[src/design/thp_pkg.sv]
package thp_pkg;

    localparam int KEY_MAX    = 32;
    localparam int VALUE_MAX  = 128;
    localparam int UID_MAX    = 16;
    localparam int CLASS_MAX  = 64;
    localparam int SOURCE_MAX = 128;
    localparam int TARGET_MAX = 128;

    localparam logic [6:0] HB_MASK  = 7'h5F;
    localparam logic [6:0] BSC_MASK = 7'h3F;
    localparam logic [2:0] NO_FIELD = 3'd7;

    typedef enum logic [2:0] {
        PH_IDLE, PH_LEAD, PH_PREFIX, PH_KEY, PH_VALUE
    } phase_t;

    typedef enum logic [1:0] {
        KIND_CHAR, KIND_END, KIND_ACCEPT, KIND_REJECT
    } kind_t;

    typedef enum logic [2:0] {
        CAUSE_NONE, CAUSE_OPENING, CAUSE_KEY_LONG, CAUSE_VALUE_LONG,
        CAUSE_EARLY, CAUSE_INCONSISTENT
    } cause_t;

    typedef struct packed {
        logic [7:0] msg_byte;
        logic       first_byte;
        logic       final_byte;
    } in_item_t;

    typedef struct packed {
        logic [1:0]  result_kind;
        logic [1:0]  field_sel;
        logic [7:0]  value_char;
        logic [15:0] version_num;
        logic [15:0] hop_count;
        logic [15:0] interval_num;
        logic        is_heartbeat;
        logic [6:0]  present_mask;
        logic [2:0]  reject_cause;
    } out_item_t;

    function automatic logic [7:0] to_lower(input logic [7:0] c);
        return (c >= 8'h41 && c <= 8'h5A) ? c + 8'd32 : c;
    endfunction

    function automatic logic [7:0] open_char(input logic b, input logic [3:0] p);
        string s;
        s = b ? "xap-hbeat\n{\n" : "xap-header\n{\n";
        return (int'(p) < s.len()) ? 8'(s[p]) : 8'h00;
    endfunction

    function automatic logic [3:0] open_len(input logic b);
        return b ? 4'd12 : 4'd13;
    endfunction

    function automatic logic [7:0] key_char(input logic [2:0] k, input logic [5:0] p);
        string s;
        unique case (k)
            3'd0: s = "v";
            3'd1: s = "hop";
            3'd2: s = "uid";
            3'd3: s = "class";
            3'd4: s = "source";
            3'd5: s = "target";
            default: s = "interval";
        endcase
        return (int'(p) < s.len()) ? 8'(s[p]) : 8'h00;
    endfunction

    function automatic logic [3:0] key_size(input logic [2:0] k);
        unique case (k)
            3'd0: return 4'd1;
            3'd1: return 4'd3;
            3'd2: return 4'd3;
            3'd3: return 4'd5;
            3'd4: return 4'd6;
            3'd5: return 4'd6;
            default: return 4'd8;
        endcase
    endfunction

    function automatic logic [7:0] class_char(input logic [1:0] k, input logic [7:0] p);
        string s;
        unique case (k)
            2'd0: s = "xap-hbeat.alive";
            2'd1: s = "xapbsc.cmd";
            2'd2: s = "xapbsc.query";
            default: s = "xap-x10.request";
        endcase
        return (int'(p) < s.len()) ? 8'(s[p]) : 8'h00;
    endfunction

    function automatic logic [3:0] class_size(input logic [1:0] k);
        unique case (k)
            2'd0: return 4'd15;
            2'd1: return 4'd10;
            2'd2: return 4'd12;
            default: return 4'd15;
        endcase
    endfunction

    function automatic logic [8:0] field_limit(input logic [2:0] f);
        int lim;
        lim = VALUE_MAX;
        unique case (f)
            3'd2: lim = (UID_MAX < VALUE_MAX) ? UID_MAX : VALUE_MAX;
            3'd3: lim = (CLASS_MAX < VALUE_MAX) ? CLASS_MAX : VALUE_MAX;
            3'd4: lim = (SOURCE_MAX < VALUE_MAX) ? SOURCE_MAX : VALUE_MAX;
            3'd5: lim = (TARGET_MAX < VALUE_MAX) ? TARGET_MAX : VALUE_MAX;
            default: lim = VALUE_MAX;
        endcase
        return 9'(lim);
    endfunction

endpackage

[src/design/thp_num.sv]
module thp_num
    import thp_pkg::*;
(
    input  logic [15:0] acc,
    input  logic [1:0]  stage,
    input  logic        neg,
    input  logic [7:0]  c,
    output logic [15:0] acc_next,
    output logic [1:0]  stage_next,
    output logic        neg_next
);

    logic [19:0] prod;
    logic        blank;
    logic        digit;

    always_comb
    begin
        blank = (c == 8'h20) || (c == 8'h09) || (c == 8'h0B) || (c == 8'h0C) || (c == 8'h0D);
        digit = (c >= 8'h30) && (c <= 8'h39);
        prod = {acc, 3'b000} + {3'b000, acc, 1'b0} + {12'd0, c - 8'h30};
        acc_next = acc;
        stage_next = stage;
        neg_next = neg;
        if (stage == 2'd0 && blank)
        begin
            stage_next = 2'd0;
        end
        else if (stage == 2'd0 && (c == 8'h2B || c == 8'h2D))
        begin
            neg_next = (c == 8'h2D);
            stage_next = 2'd1;
        end
        else if (stage != 2'd2)
        begin
            if (digit)
            begin
                acc_next = (prod > 20'd65535) ? 16'hFFFF : prod[15:0];
                stage_next = 2'd1;
            end
            else
            begin
                stage_next = 2'd2;
            end
        end
    end

endmodule

[config.mk]
export PLATFORM = sky130hd
export DESIGN_NAME = thp_num
export DESIGN_NICKNAME = d
export VERILOG_FILES = /design/src/design/thp_pkg.sv /design/src/design/thp_num.sv
export SDC_FILE = /design/constraint.sdc
export NUM_CORES = 1
export LEC_CHECK = 0
export ABC_CLOCK_PERIOD_IN_PS = 4380
export BUFFER_PORTS_ARGS = -buffer_cell sky130_fd_sc_hd__buf_4
export CORE_ASPECT_RATIO = 1.75
export CORE_MARGIN = 5
export CORE_UTILIZATION = 47
export DETAILED_ROUTE_END_ITERATION = 16
export PLACE_DENSITY = 0.75
export SYNTH_ARGS = -nofsm -noshare
export SYNTH_HDL_FRONTEND = slang
export SYNTH_SLANG_ARGS = --single-unit
[constraint.sdc]
create_clock -name vclk -period 4.38
set_input_delay 0.219 -clock vclk [all_inputs]
set_output_delay 0.219 -clock vclk [all_outputs]
set_load 0.005 [all_outputs]
==> metrics <==
Die Y-Extent 83.4 um; maximum number of pins on one net before global-route repair 17; clock share of power 0; global-route wire length before repair 6890 um; post-layout total power 295 uW; crit path from c[4]; number of DRC violations after detailed routing 0; count of clock buffers in the final design 0; initial antenna violation count 0; Avg Inst Size Synth 7.23 um^2; drt pass-1 iters 4; met3 Use GR 0.00358; largest fanout on the critical path 10; number of standard-cell rows in the floorplan 26; final setup fails 0; ratio of routed vias to standard cells 5.71; maximum vdd drop 0.136 mV; num ports 46; fraction of power spent switching nets 0.540; setup repair after global routing missed its margin no; # nets final 308; final number of hold-violating endpoints 0; Area contributors post-synth sky130_fd_sc_hd__ha_1 (26%), sky130_fd_sc_hd__a21oi_1 (11%), sky130_fd_sc_hd__fa_1 (8.3%); Critical Path End Type primary output; number of buffer cells added on primary ports 46; Core Footprint 2960 um^2; DPL Wire Length 3530 um; Final Non-Filler Cells 285; data arrival time of the worst path 3.41 ns; total leakage power 0.877 nW; outcome finished, final reports clean; count of nets left with antenna violations after detail routing 0; worst slack at placement 0.755 ns; Worst Setup Start Kind input pin; fraction of met2 tracks used by global routing 0.384; Area growth, synth to finish 25.2%; Syn Nets 263; sequential cell area in the final layout 0 um^2; share of the synthesized area in the top cell type 0.260; gate count after technology mapping 200; dpl cells 285; routed via count 1626; count of hold-fix buffers inserted at cts 0; sequential group share of total power 0; Period Utilization, post-route 0.829; number of different library cells in the post-synthesis netlist 40; Synth area leader sky130_fd_sc_hd__ha_1; number of antenna cells inserted 0; longest individual stage delay on the worst path 0.44 ns; CP cell instances buf_4 > inv_1 > ha_1 > fa_1 > ha_1 > o211a_1 > o311ai_1 > nand3_1 > a311o_1 > a221oi_1 > and3_1 > buf_4 > a21oi_1 > buf_4; final WL 4060 um; final std cell area, no fill 1810 um^2; internal power 135 uW; max-slew violation count 0; Fin Setup TNS 0 ns; post-place instance area 1810 um^2; power per cell area 163 nW/um^2; global-route met1 utilization 0.214; average wire length per cell after detail routing 14.2 um; final hold slack 0.721 ns; required time of the critical path 4.16 ns; portion of total power attributed to combinational logic 1.000; aggregate global-route resource usage 0.192; net switching component of the power 159 uW; crit path to acc_next[11]; number of sequential cells in the layout 0; Most Used Layer, Global Route met2; measured slew at the worst slew-check pin 0.586 ns; cell with the most instances after synthesis sky130_fd_sc_hd__a21oi_1; gpl congestion 0.858; slowest library cell on the worst path sky130_fd_sc_hd__fa_1; number of design-rule violations left by the first detailed-router iteration 23; grt ovf 0; post-cts sizing count 0; Worst Setup Path Type in -> out; Tmin final 3.63 ns; number of warning messages in the yosys log 0; sequential cell area fraction in the yosys report 0; most repeated library cell on the critical path sky130_fd_sc_hd__buf_4; max-cap check violation count 0; most instantiated cells after synthesis sky130_fd_sc_hd__a21oi_1 (31), sky130_fd_sc_hd__ha_1 (30), sky130_fd_sc_hd__nor2_1 (25); die footprint 4330 um^2; final core utilization 0.612; total standard cell area after synthesis 1450 um^2; via count of the first global-routing pass 1624; overall die width 51.9 um; Worst slew margin 0.609; Max Freq 275 MHz; FILL cells 301; initial core utilization 0.489; share of final-layout standard cells stronger than drive strength 1 0.210; # Post-CTS Setup Buffers 0; Final Worst Setup Slack 0.750 ns; worst hold-check path type in -> out
[power groups by stage]
stage / combinational, mW / sequential [mW] / clock (mW)
finish: 0.295 / 0 / 0
global route: 0.330 / 0 / 0
CTS: 0.294 / 0 / 0
detailed placement: 0.293 / 0 / 0
global placement: 0.292 / 0 / 0
floorplan: 0.206 / 0 / 0
[routing by layer]
layer / share of wire / vias to the layer above
met2: 0.58 / 42
met1: 0.37 / 762
met3: 0.042 / 4
met5: 0 / -
met4: 0.0074 / 0
li1: - / 818
[worst min-delay path by stage]
stage / start / to / cells past startpoint
finish: neg / neg_next / 4
global route: neg / neg_next / 4
CTS: neg / neg_next / 4
detailed placement: neg / neg_next / 4
global placement: neg / neg_next / 4
floorplan: c[0] / acc_next[0] / 2
[area by class of cell]
type | instances | area [um^2] | area share
timing repair buffer | 48 | 360 | 0.199
inverter | 11 | 41.3 | 0.0228
tap | 42 | 52.6 | 0.0290
multi-input combinational | 184 | 1360 | 0.749
[placed cells by master, fill, tap and decap left out, drive strengths merged]
master  instances
o211ai          2
and4            1
a21oi          32
xnor2           9
nor2           25
nand3           8
o311ai          1
a31oi           2
nand2b          3
a22oi           1
o21ai          13
nand4           2
inv            11
nand2          10
ha             30
and3b           1
o21bai          1
and3            5
a211oi          2
o22ai           1
a21o            4
o22a            1
buf            48
a311oi          1
nor4            1
o211a           1
or4b            1
a221oi          1
fa              6
nor2b           4
o21a            2
nor3            3
xor2            7
o31ai           1
a311o           2
[worst max-delay path, delay by kind of cell]
| kind | cells | cell delay (ns) |
|---|---|---|
| compound gates | 5 | 1.04 |
| fa+ha+maj | 3 | 1.06 |
| buf+inv | 4 | 0.59 |
| simple gates | 2 | 0.51 |
[logic make-up after synthesis]
logic type | count (synthesis) | share of synthesized area
xor gates and xnor gates | 16 | 0.0969
adders and majority gates | 36 | 0.343
AOI/OAI and AO/OA | 68 | 0.285
buffers and inverters | 16 | 0.0623
and+or+nand+nor | 64 | 0.214
No activity file was read; power rests on OpenSTA's default activity.
